## src/design/dlr_pkg.sv

```systemverilog
// ----------------------------------------------------------------------------
// Dubins LSL/RSR word: package
// Angle constants and the CORDIC arctangent table.
// ----------------------------------------------------------------------------
package dlr_pkg;

	localparam int TWO_PI_Q12  = 25736;
	localparam int TWO_PI16    = 411775;
	localparam int PI16        = 205887;
	localparam int HALF_PI16   = 102944;
	localparam int CORDIC_K16  = 39797;
	localparam int STEPS       = 16;
	localparam int SQRT_STEPS  = 26;

	typedef logic signed [19:0] trig_t;
	typedef logic signed [25:0] vec_x_t;
	typedef logic signed [20:0] theta_t;

	// atan(2^-i) in Q16 radians
	function automatic logic [15:0] atan_q16(input int unsigned i);
		logic [15:0] v;
		case (i)
			0:       v = 16'd51472;
			1:       v = 16'd30386;
			2:       v = 16'd16055;
			3:       v = 16'd8150;
			4:       v = 16'd4091;
			5:       v = 16'd2047;
			6:       v = 16'd1024;
			7:       v = 16'd512;
			8:       v = 16'd256;
			9:       v = 16'd128;
			10:      v = 16'd64;
			11:      v = 16'd32;
			12:      v = 16'd16;
			13:      v = 16'd8;
			14:      v = 16'd4;
			15:      v = 16'd2;
			default: v = 16'd0;
		endcase
		return v;
	endfunction

endpackage

```

## src/design/dlr_sincos.sv

```systemverilog
// ----------------------------------------------------------------------------
// Dubins LSL/RSR word: sine/cosine pipeline
// Fold into [-pi/2, pi/2], then 16 CORDIC rotation stages.
// ----------------------------------------------------------------------------
module dlr_sincos (
	input  logic                 clk,
	input  logic                 en,
	input  logic [18:0]          angle,
	output dlr_pkg::trig_t       cos_v,
	output dlr_pkg::trig_t       sin_v
);
	import dlr_pkg::*;

	localparam trig_t PI_R      = 20'(PI16);
	localparam trig_t HALF_PI_R = 20'(HALF_PI16);
	localparam trig_t TWO_PI_R  = 20'(TWO_PI16);
	localparam trig_t K_R       = 20'(CORDIC_K16);

	trig_t x_s [0:STEPS];
	trig_t y_s [0:STEPS];
	trig_t z_s [0:STEPS];
	logic  flip_s [0:STEPS];

	trig_t z_wrap;
	trig_t z_fold;
	logic  flip_in;

	always_comb begin
		z_wrap = signed'({1'b0, angle});
		if (z_wrap > PI_R) begin
			z_wrap = z_wrap - TWO_PI_R;
		end
		z_fold  = z_wrap;
		flip_in = 1'b0;
		if (z_wrap > HALF_PI_R) begin
			z_fold  = z_wrap - PI_R;
			flip_in = 1'b1;
		end else if (z_wrap < -HALF_PI_R) begin
			z_fold  = z_wrap + PI_R;
			flip_in = 1'b1;
		end
	end

	always_ff @(posedge clk) begin
		if (en) begin
			x_s[0]    <= K_R;
			y_s[0]    <= '0;
			z_s[0]    <= z_fold;
			flip_s[0] <= flip_in;
		end
	end

	for (genvar k = 0; k < STEPS; k++) begin : g_step
		localparam trig_t ATAN_K = signed'({4'b0, atan_q16(k)});
		always_ff @(posedge clk) begin
			if (en) begin
				if (z_s[k] >= 0) begin
					x_s[k+1] <= x_s[k] - (y_s[k] >>> k);
					y_s[k+1] <= y_s[k] + (x_s[k] >>> k);
					z_s[k+1] <= z_s[k] - ATAN_K;
				end else begin
					x_s[k+1] <= x_s[k] + (y_s[k] >>> k);
					y_s[k+1] <= y_s[k] - (x_s[k] >>> k);
					z_s[k+1] <= z_s[k] + ATAN_K;
				end
				flip_s[k+1] <= flip_s[k];
			end
		end
	end

	assign cos_v = flip_s[STEPS] ? -x_s[STEPS] : x_s[STEPS];
	assign sin_v = flip_s[STEPS] ? -y_s[STEPS] : y_s[STEPS];

endmodule

```

## config.mk

```make
export PLATFORM = sky130hd
export DESIGN_NAME = dlr_sincos
export DESIGN_NICKNAME = d
export VERILOG_FILES = /design/src/design/dlr_pkg.sv /design/src/design/dlr_sincos.sv
export SDC_FILE = /design/constraint.sdc
export NUM_CORES = 2
export LEC_CHECK = 0
export BUFFER_PORTS_ARGS = -buffer_cell sky130_fd_sc_hd__buf_2
export CORE_MARGIN = 1.5
export CORE_UTILIZATION = 40
export CTS_BUF_LIST = sky130_fd_sc_hd__clkbuf_8
export DETAILED_ROUTE_END_ITERATION = 10
export PLACE_DENSITY = 0.59
export SLEW_MARGIN = 10
export SYNTH_ARGS = -nofsm -noshare
export SYNTH_HDL_FRONTEND = slang
export SYNTH_SLANG_ARGS = --single-unit
export TNS_END_PERCENT = 20
```

## constraint.sdc

```tcl
create_clock -name clk -period 12.5 [get_ports clk]
set_input_delay 2.5 -clock clk [delete_from_list [all_inputs] [get_ports clk]]
set_output_delay 2.5 -clock clk [all_outputs]
set_load 0.05 [all_outputs]
```

==> results summary <==
The run finished with clean final reports. The number of setup violations in the final report is 0. The clock-pin slew on the worst setup and hold paths came out at 0.07 ns. The number of antenna violations at the first check in global routing is 2. Input and output buffers added on the ports amount to 60.

The quantity of hold-fixing buffers added after cts came out at 0. TritonCTS built the clock tree. The aggregate negative setup slack came out at 0 ns. The number of detailed-route iterations in the first pass is 7.

The total DRC errors in the routed layout is 0. The critical path depth is 18. The CTS buffer count came out at 161.

The floorplan has 152 rows. The die is 420 microns wide. The leftover overflow at the end of global routing came out at 0. The time the final worst path needs with I/O delays and setup is 7.34 ns. The kind of capture point of the worst setup path is a flop. The post-cts repair resize count came out at 0. In the synthesized netlist, the number of instances is 7,058. The post-route clock period utilization came out at 58.7%. The fraction of synthesized cell area taken by the top area cell type is 38.7%. The floorplan step defined a die boundary enclosing 0.176 sq mm. The post-CTS setup repair buffer count is 0.

Walking the worst path, the cells encountered are buf_8, buf_12, and2_1, buf_4, clkinv_1, nand2_1, o21ai_0, fa_1, a21o_1, a21oi_1, nor2b_1, o21a_1, o41ai_1, o221ai_1, nor4_1, o31ai_1, o41ai_1, xnor2_1. The synthesized design contains 896 enable-type register cells. The count of yosys warnings during synthesis is 0. The biggest cell delay along the critical path came out at 0.61 ns. On the critical path the largest part of the delay comes from compound AO/OA/AOI/OAI gates.

The number of pins exceeding their max-slew limit in the final report came to 0. The share of layout cells above drive strength 1 came out at 5.35%. On the critical path, the stage with the largest delay is an instance of o41ai_1. The worst-case hold slack is 0.398 ns. edfxtp_1 is the most common cell in the netlist. The worst path buffer plus inverter count came out at 4. The number of top-level pins is 61. The highest net fanout along the worst path came out at 69.

The fraction of the yosys area taken by sequential cells is 38.7%. The count of distinct cell types in the synthesized netlist is 86. The count of vias placed by the detailed router came out at 52.2k. The first global-routing pass estimated 264,000 microns of wire. Sorting the synthesized cells by area gives the leading types as edfxtp_1 (39%), ha_1 (15%), xnor2_1 (8.6%). For this run, the leading register cell type out of synthesis is edfxtp_1.

The number of global-route vias before repair is 49.7k. The floorplan core area came out at 0.172 sq mm. The synthesized netlist occupies a cell area of 0.0696 sq mm. The length in cells of the worst reg-to-reg path came out at 13. The maximum number of pins on one net before global-route repair came out at 105. STA puts the critical path data required time at 13.12 ns. The congestion estimate from routability-driven global placement came to 0.881. The critical path arrival is 7.96 ns.

The clock sink total came out at 896. Using the TritonRoute via totals, the vias-per-cell ratio works out to 5.42. After the first detailed-routing iteration, the DRC count stood at 3,383. The floorplan step set the die height to 420 microns. Each instance of the synthesized netlist takes up on average 9.85 sq um. The largest clock skew in the final design came out at 0.0499 ns. STA classifies the critical path startpoint as an input port. The max capacitance violation total is 0.

The count of nets left with antenna violations once routing finished came out at 0. The maximum clock frequency came out at 0.136 GHz. No sink is reached through more buffers than the 3 on the longest clock path.

The max-slew headroom at the worst pin came out at 29.3%. Setup repair after global routing left no endpoint under its margin. The post-synthesis to final-layout area growth came out at 8.78%. Global routing used 18.6% of the available tracks across all layers. The measured slew at the worst slew-check pin came out at 1.06 ns.

The wire length reported by the detailed router is 166,000 microns. The worst hold path belongs to the class reg2reg. The final hold violation count came out at 0. The later pin in the worst-skew pair is clocked with a latency of 0.89 ns. By startpoint and endpoint, the worst setup path is classified as in2reg. The clock root buffer master is clkbuf_8. In this run, synthesis produced a sequential element count of 896. The detailed placer's ending HPWL came out at 130,000 microns. After synthesis, the most frequently instantiated cells are edfxtp_1 (896), ha_1 (812), nor2_1 (711).

The routed wirelength normalized by instance count came out at 17.3 microns. The most frequent cell on the critical path is o41ai_1. In the final design database the tool counted 8,089 nets. The clock tree synthesis step divided the H-tree into 4 levels. Summed over all instances, the cell type with the most area after synthesis is edfxtp_1.

The fraction of registers with async set or reset after synthesis came out at 0%. Once the floorplan was initialized, standard cells occupied 40.4% of the core. Along the worst hold path, the cell count comes to 0.
flip-flops by register name, indices dropped and copies added, names as in the netlist:
name / count
z_s: 283
y_s: 300
x_s: 296
flip_s: 17
per-layer routing:
metal | track usage, % | share of wire [%] | vias to the layer above
met5 | 0 | 0 | -
met4 | 5.88 | 2.7 | 0
met3 | 2.92 | 4.2 | 243
met2 | 30.4 | 46 | 976
met1 | 25.2 | 48 | 24574
li1 | - | - | 26419
final timing paths:
path / from / endpoint / slack (ns)
worst max-delay path: en / x_s[9][18] / 5.16
worst min-delay path: z_s[10][4] / z_s[11][4] / 0.40
worst max register to register: z_s[15][19] / x_s[16][19] / 7.16
worst min register to register: z_s[10][4] / z_s[11][4] / 0.40
cell usage in the layout, fill, tap and decap left out, types with 34 or more instances in the layout:
master	count
and3_1	108
buf_4	34
o31ai_1	65
nor3_1	336
clkinv_1	38
a21oi_1	532
fa_1	44
o211ai_1	51
a211oi_1	66
o21bai_1	73
nand3_1	180
xnor2_1	685
ha_1	812
o41ai_1	66
and2_1	53
nand2b_1	64
nand2_1	420
xor2_1	246
or3_1	102
o21ai_0	371
o21a_1	82
inv_1	356
a21o_1	109
nor4_1	43
buf_2	59
nor2_1	711
clkbuf_8	164
edfxtp_1	896
nor2b_1	113
a31oi_1	35
cell families (layout without fill, tap and decap cells):
group | count (synthesis) | after routing | synth area share [%]
AND/OR/NAND/NOR | 2228 | 2228 | 15.2
adder cells (fa/ha/maj) | 856 | 856 | 15.9
XOR/XNOR | 931 | 931 | 11.7
multiplexers | 45 | 45 | 0.673
buffers and inverters | 425 | 697 | 2.34
other | 2 | 4 | 0.0108
AO/OA/AOI/OAI | 1675 | 1675 | 15.5
flip-flops | 896 | 896 | 38.7
per-stage QoR:
step                util [%]  instances  instance area (sq um)  worst slack (ns)
floorplan                  -       7059                  69600              5.61
global placement        42.2       9359                  72600              4.42
detailed placement      42.2       9359                  72600              4.34
CTS                     44.0       9641                  75700              5.33
global route            44.0       9642                  75700              4.76
finish                  44.0       9642                  75700              5.16
worst register-to-register path, delay by kind of cell, from the launching register on:
kind | cells | cell delay [ns]
xor gates and xnor gates | 1 | 0.09
adders and majority gates | 1 | 0.30
and+or+nand+nor | 2 | 0.84
DFF | 1 | 0.76
AOI/OAI and AO/OA | 9 | 3.11
cell type report:
cell class	instances	area (sq um)
Clock inverter	118	781
Antenna cell	1	2.50
Fill cell	16380	96500
Clock buffer	164	2260
Timing Repair Buffer	96	606
Inverter	319	1200
Sequential cell	896	26900
Multi-Input combinational cell	5738	41000
Tap cell	2310	2890
Power is not shown: default switching activity piles up to over one toggle a cycle in this logic, so the estimate is an artifact.
