==> src/design/dlr_pkg.sv <==
// ----------------------------------------------------------------------------
// Dubins LSL/RSR word: package
// Angle constants and the CORDIC arctangent table.
// ----------------------------------------------------------------------------
package dlr_pkg;

	localparam int TWO_PI_Q12  = 25736;
	localparam int TWO_PI16    = 411775;
	localparam int PI16        = 205887;
	localparam int HALF_PI16   = 102944;
	localparam int CORDIC_K16  = 39797;
	localparam int STEPS       = 16;
	localparam int SQRT_STEPS  = 26;

	typedef logic signed [19:0] trig_t;
	typedef logic signed [25:0] vec_x_t;
	typedef logic signed [20:0] theta_t;

	// atan(2^-i) in Q16 radians
	function automatic logic [15:0] atan_q16(input int unsigned i);
		logic [15:0] v;
		case (i)
			0:       v = 16'd51472;
			1:       v = 16'd30386;
			2:       v = 16'd16055;
			3:       v = 16'd8150;
			4:       v = 16'd4091;
			5:       v = 16'd2047;
			6:       v = 16'd1024;
			7:       v = 16'd512;
			8:       v = 16'd256;
			9:       v = 16'd128;
			10:      v = 16'd64;
			11:      v = 16'd32;
			12:      v = 16'd16;
			13:      v = 16'd8;
			14:      v = 16'd4;
			15:      v = 16'd2;
			default: v = 16'd0;
		endcase
		return v;
	endfunction

endpackage

==> src/design/dlr_atan2.sv <==
// ----------------------------------------------------------------------------
// Dubins LSL/RSR word: atan2 pipeline
// Half-plane fold, then 16 CORDIC vectoring stages.
// ----------------------------------------------------------------------------
module dlr_atan2 (
	input  logic                 clk,
	input  logic                 en,
	input  dlr_pkg::vec_x_t      x_in,
	input  dlr_pkg::trig_t       y_in,
	output dlr_pkg::theta_t      theta
);
	import dlr_pkg::*;

	typedef logic signed [27:0] wide_t;

	localparam theta_t PI_R = 21'(PI16);

	wide_t  x_s [0:STEPS];
	wide_t  y_s [0:STEPS];
	theta_t z_s [0:STEPS];
	logic   zero_s [0:STEPS];

	wide_t x_ext;
	wide_t y_ext;

	assign x_ext = 28'(x_in);
	assign y_ext = 28'(y_in);

	// left half-plane: negate the vector and start from pi
	always_ff @(posedge clk) begin
		if (en) begin
			zero_s[0] <= (x_in == '0) && (y_in == '0);
			if (x_in < 0) begin
				x_s[0] <= -x_ext;
				y_s[0] <= -y_ext;
				z_s[0] <= PI_R;
			end else begin
				x_s[0] <= x_ext;
				y_s[0] <= y_ext;
				z_s[0] <= '0;
			end
		end
	end

	for (genvar k = 0; k < STEPS; k++) begin : g_step
		localparam theta_t ATAN_K = signed'({5'b0, atan_q16(k)});
		always_ff @(posedge clk) begin
			if (en) begin
				if (y_s[k] > 0) begin
					x_s[k+1] <= x_s[k] + (y_s[k] >>> k);
					y_s[k+1] <= y_s[k] - (x_s[k] >>> k);
					z_s[k+1] <= z_s[k] + ATAN_K;
				end else begin
					x_s[k+1] <= x_s[k] - (y_s[k] >>> k);
					y_s[k+1] <= y_s[k] + (x_s[k] >>> k);
					z_s[k+1] <= z_s[k] - ATAN_K;
				end
				zero_s[k+1] <= zero_s[k];
			end
		end
	end

	assign theta = zero_s[STEPS] ? '0 : z_s[STEPS];

endmodule

==> config.mk <==
export PLATFORM = sky130hd
export DESIGN_NAME = dlr_atan2
export DESIGN_NICKNAME = d
export VERILOG_FILES = /design/src/design/dlr_pkg.sv /design/src/design/dlr_atan2.sv
export SDC_FILE = /design/constraint.sdc
export NUM_CORES = 2
export LEC_CHECK = 0
export BUFFER_PORTS_ARGS = -buffer_cell sky130_fd_sc_hd__buf_2
export CORE_AREA = 2 2 406 408
export CTS_BUF_LIST = sky130_fd_sc_hd__clkbuf_8
export DETAILED_ROUTE_END_ITERATION = 8
export DIE_AREA = 0 0 408 410
export GPL_TIMING_DRIVEN = 0
export PLACE_DENSITY = 0.84
export REMOVE_ABC_BUFFERS = 1
export SLEW_MARGIN = 10
export SYNTH_ARGS = -nofsm -noshare
export SYNTH_HDL_FRONTEND = slang
export SYNTH_SLANG_ARGS = --single-unit
==> constraint.sdc <==
create_clock -name clk -period 7.7 [get_ports clk]
set_clock_uncertainty 0.1 [all_clocks]
set_input_delay 0.385 -clock clk [delete_from_list [all_inputs] [get_ports clk]]
set_output_delay 0.385 -clock clk [all_outputs]
set_load 0.005 [all_outputs]
==> impl_metrics.yaml <==
critical_path:
  critical_path_class: "reg2reg"
  wp_data_arrival_ps: 7970
  end_kind: "register"
  rr_endpoint: "y_s[14][21]$_DFFE_PP_"
  critical_path_peak_fanout: 42
  start_kind: "register"
  critPathRequiredTime_ps: 8320
  timing.reg2reg.worst_path_depth: 20
  internal_reg_to_reg_setup_slack_ps: 350
  crit-reg2reg-launch: "y_s[13][15]$_DFFE_PP_"
sta:
  final-max-slew-violation-count: 0
  rsz_0062_raised_after_global_routing: "no"
  final_min_period_over_clock_period_pct: 95.5
  report.final.hold_viol_count: 0
  finalCriticalPeriod_ps: 7350
  clock.fmax_mhz: 136
  slew_headroom_pct: 11.9
  finalSetupViolCount: 0
  worst_slew_pin_slew_ps: 1320
logic_synthesis:
  postSynthRegisterBits: 1197
  proportion_of_synthesized_chip_area_in_sequential_cells_pct: 37.1
  post_synthesis_cell_count: 9923
  post_synth_xor_area_fraction_pct: 13.1
  yosysWarnings: 0
  asyncSetResetFlopFracSynth_pct: 0
  synth_flop_cell: "sky130_fd_sc_hd__edfxtp_1"
  syn_avg_cell_area_sq_um: 9.77
  synthDistinctLibCells: 89
  post_synth_fa_ha_maj_area_fraction_pct: 14.7
  synth_enable_flop_cells: 1197
  main_combinational_cell_family_by_area_after_synthesis: "compound AO/OA/AOI/OAI gates"
  syn-cell-area_sq_um: 97000
  synth_area_in_compound_gates_pct: 19.1
  muxShareOfSynthArea_pct: 0.673
  synth_simple_gate_area_share_pct: 12.9
floorplan:
  placementRows: 149
  die_area_sq_um: 167000
  num_io_pins: 69
  start_util_pct: 59.3
  die_width_um: 408
  die_height_um: 410
  placeableCoreArea_sq_um: 163000
worst_hold_path:
  worstHoldStart: "en"
  hold_end: "x_s[8][8]$_DFFE_PP_"
  timing.hold.worst.class: "in2reg"
  holdPathStages: 3
drt:
  routed_via_density: 6.21
  drt_iter0_markers: 6510
  routed-wl-met2_um: 119000
  drt_first_pass_iters: 7
  route.layer.met1.wl_um: 101000
  drt-wirelength-per-cell_um: 19.8
  remaining_drc_errors: 0
  detailroute.wirelength.met3_um: 16100
  routed_wl_um: 247000
  ant_nets: 0
  highest_layer: "met5"
  detailroute.via_count: 77500
layout:
  nets: 11300
  area.growth.synth_to_final_pct: 8.54
  final_core_util_pct: 64.4
  final-seq-area_sq_um: 35900
  share_of_layout_cells_above_drive_strength_1_pct: 5.39
  final.fill_count: 12800
  multi_input_logic_area_sq_um: 58700
global_route:
  grt-ovfl-total: 0
  grt_first_pass_wirelength_um: 391000
  grt_start_max_net_pins: 176
  vias_in_the_first_global_route: 75100
  groute.usage.overall_pct: 28.7
  number_of_antenna_violations_at_the_first_check_in_global_routing: 5
clock_tree:
  clkSinkCount: 1197
  tritoncts.num_buffers: 206
  tritoncts: "done"
  postCtsSetupBuffers: 0
  cts.reportedPaths.clkPinSlew_ps: 70
  cts_root_buffer: "sky130_fd_sc_hd__clkbuf_8"
  cts_htree_levels: 4
  max-clock-path-buffers: 3
  clk-insertion-delay-late_ps: 980
placed_design:
  dp.final_hpwl_um: 186000
  io_buffers: 68
  place.gp.congestion: 0.975
run:
  maxCapViolCount: 0
run_status:
  status: "complete, no violations"
Yosys cell counts, drive strengths merged (54+ instances only):
cell	count	area [sq um]
o21a	147	1100
a21oi	873	4370
nor2	704	2640
o21bai	135	1010
xor2	516	4520
nand3	139	696
o21ai	649	3250
nor3	230	1160
or4	54	420
nand4	63	394
nand2	572	2150
nor2b	169	1060
a211oi	68	510
and3	66	413
clkbuf	164	617
a21o	396	2970
o41ai	75	657
ha	1067	13400
nor4	99	626
xnor2	933	8180
edfxtp	1197	35900
inv	444	1670
nand2b	165	1030
a31oi	83	519
o31ai	151	1130
or3	94	593
routing by layer:
metal,up-vias,global-route usage (%)
met1,37000,36.0
li1,37300,-
met2,2682,49.1
met5,-,0
met3,576,4.22
met4,2,12.4
cells by family (layout without fill, tap and decap cells):
family,Yosys count,in the layout
AOI/OAI and AO/OA,2924,2924
xor gates and xnor gates,1449,1449
adders and majority gates,1111,1111
buffers and inverters,647,1017
DFF,1197,1197
muxes,61,61
other,0,2
and+or+nand+nor,2534,2534
cells in the final DEF (no fill, tap or decap), types with 93 or more instances in the layout:
master	instances
sky130_fd_sc_hd__o21bai_1	135
sky130_fd_sc_hd__clkbuf_8	207
sky130_fd_sc_hd__a21oi_1	871
sky130_fd_sc_hd__nor4_1	97
sky130_fd_sc_hd__nand2b_1	164
sky130_fd_sc_hd__or3_1	93
sky130_fd_sc_hd__nor3_1	228
sky130_fd_sc_hd__nor2b_1	169
sky130_fd_sc_hd__o31ai_1	151
sky130_fd_sc_hd__a21o_1	396
sky130_fd_sc_hd__edfxtp_1	1197
sky130_fd_sc_hd__o21ai_0	638
sky130_fd_sc_hd__ha_1	1067
sky130_fd_sc_hd__xnor2_1	932
sky130_fd_sc_hd__xor2_1	516
sky130_fd_sc_hd__inv_1	474
sky130_fd_sc_hd__nand3_1	139
sky130_fd_sc_hd__nor2_1	703
sky130_fd_sc_hd__nand2_1	572
sky130_fd_sc_hd__o21a_1	147
per-stage QoR:
| step | instances | hold slack [ps] | setup WS [ps] | cell area [sq um] | setup TNS (ps) |
|---|---|---|---|---|---|
| after global placement | 12000 | 301 | -52220 | 99300 | - |
| after global routing | 12500 | 66.1 | 39.8 | 105000 | 0 |
| final | 12500 | 97.0 | 348 | 105000 | 0 |
| after CTS | 12500 | 0.298 | 15.8 | 105000 | 0 |
| after floorplan | 9729 | 300 | -564 | 96200 | -7280 |
| after detailed placement | 12000 | 305 | -709 | 100000 | -4040 |
cell type report:
cell class,instances,share of cell area [%]
Multi-Input combinational cell,8079,55.8
Antenna cell,2,0.00475
Tap cell,2189,2.60
Sequential cell,1197,34.1
Inverter,453,1.63
Clock inverter,171,1.32
Timing Repair Buffer,186,1.83
Clock buffer,207,2.71
registers in the layout, indices dropped and copies added (netlist names):
| signal | count |
|---|---|
| x_s | 406 |
| z_s | 327 |
| zero_s | 17 |
| y_s | 447 |
critical path: stages (launching register included):
cell and delay [ps]:
sky130_fd_sc_hd__edfxtp_1 490, sky130_fd_sc_hd__nor2_1 260, sky130_fd_sc_hd__nor4b_1 510, sky130_fd_sc_hd__and2_1 330
sky130_fd_sc_hd__nand2_1 270, sky130_fd_sc_hd__nor2_1 200, sky130_fd_sc_hd__or2_2 130, sky130_fd_sc_hd__nand2_1 450
sky130_fd_sc_hd__clkinv_2 730, sky130_fd_sc_hd__nor2_1 110, sky130_fd_sc_hd__xor2_1 170, sky130_fd_sc_hd__ha_1 340
sky130_fd_sc_hd__a21o_1 210, sky130_fd_sc_hd__a2111oi_0 650, sky130_fd_sc_hd__o21ai_0 230, sky130_fd_sc_hd__a311oi_1 520
sky130_fd_sc_hd__o21ai_0 350, sky130_fd_sc_hd__or2_2 380, sky130_fd_sc_hd__a221o_1 350, sky130_fd_sc_hd__a21oi_1 170
sky130_fd_sc_hd__xnor2_1 90
timing repair:
action	in CTS	in global routing
resized for setup	0	7
setup endpoints to repair	0	18
hold buffers	95	0
hold endpoints to repair	103	0
how the worst max path moves through the flow:
stage	from	endpoint
floorplan	y_s[0][1]$_DFFE_PP_	y_s[1][25]$_DFFE_PP_
finish	y_s[13][15]$_DFFE_PP_	y_s[14][21]$_DFFE_PP_
global route	y_s[13][15]$_DFFE_PP_	y_s[14][21]$_DFFE_PP_
detailed placement	en	x_s[8][23]$_DFFE_PP_
global placement	en	y_s[1][20]$_DFFE_PP_
CTS	y_s[13][15]$_DFFE_PP_	y_s[14][21]$_DFFE_PP_
Power is not shown: default switching activity piles up to over one toggle a cycle in this logic, so the estimate is an artifact.
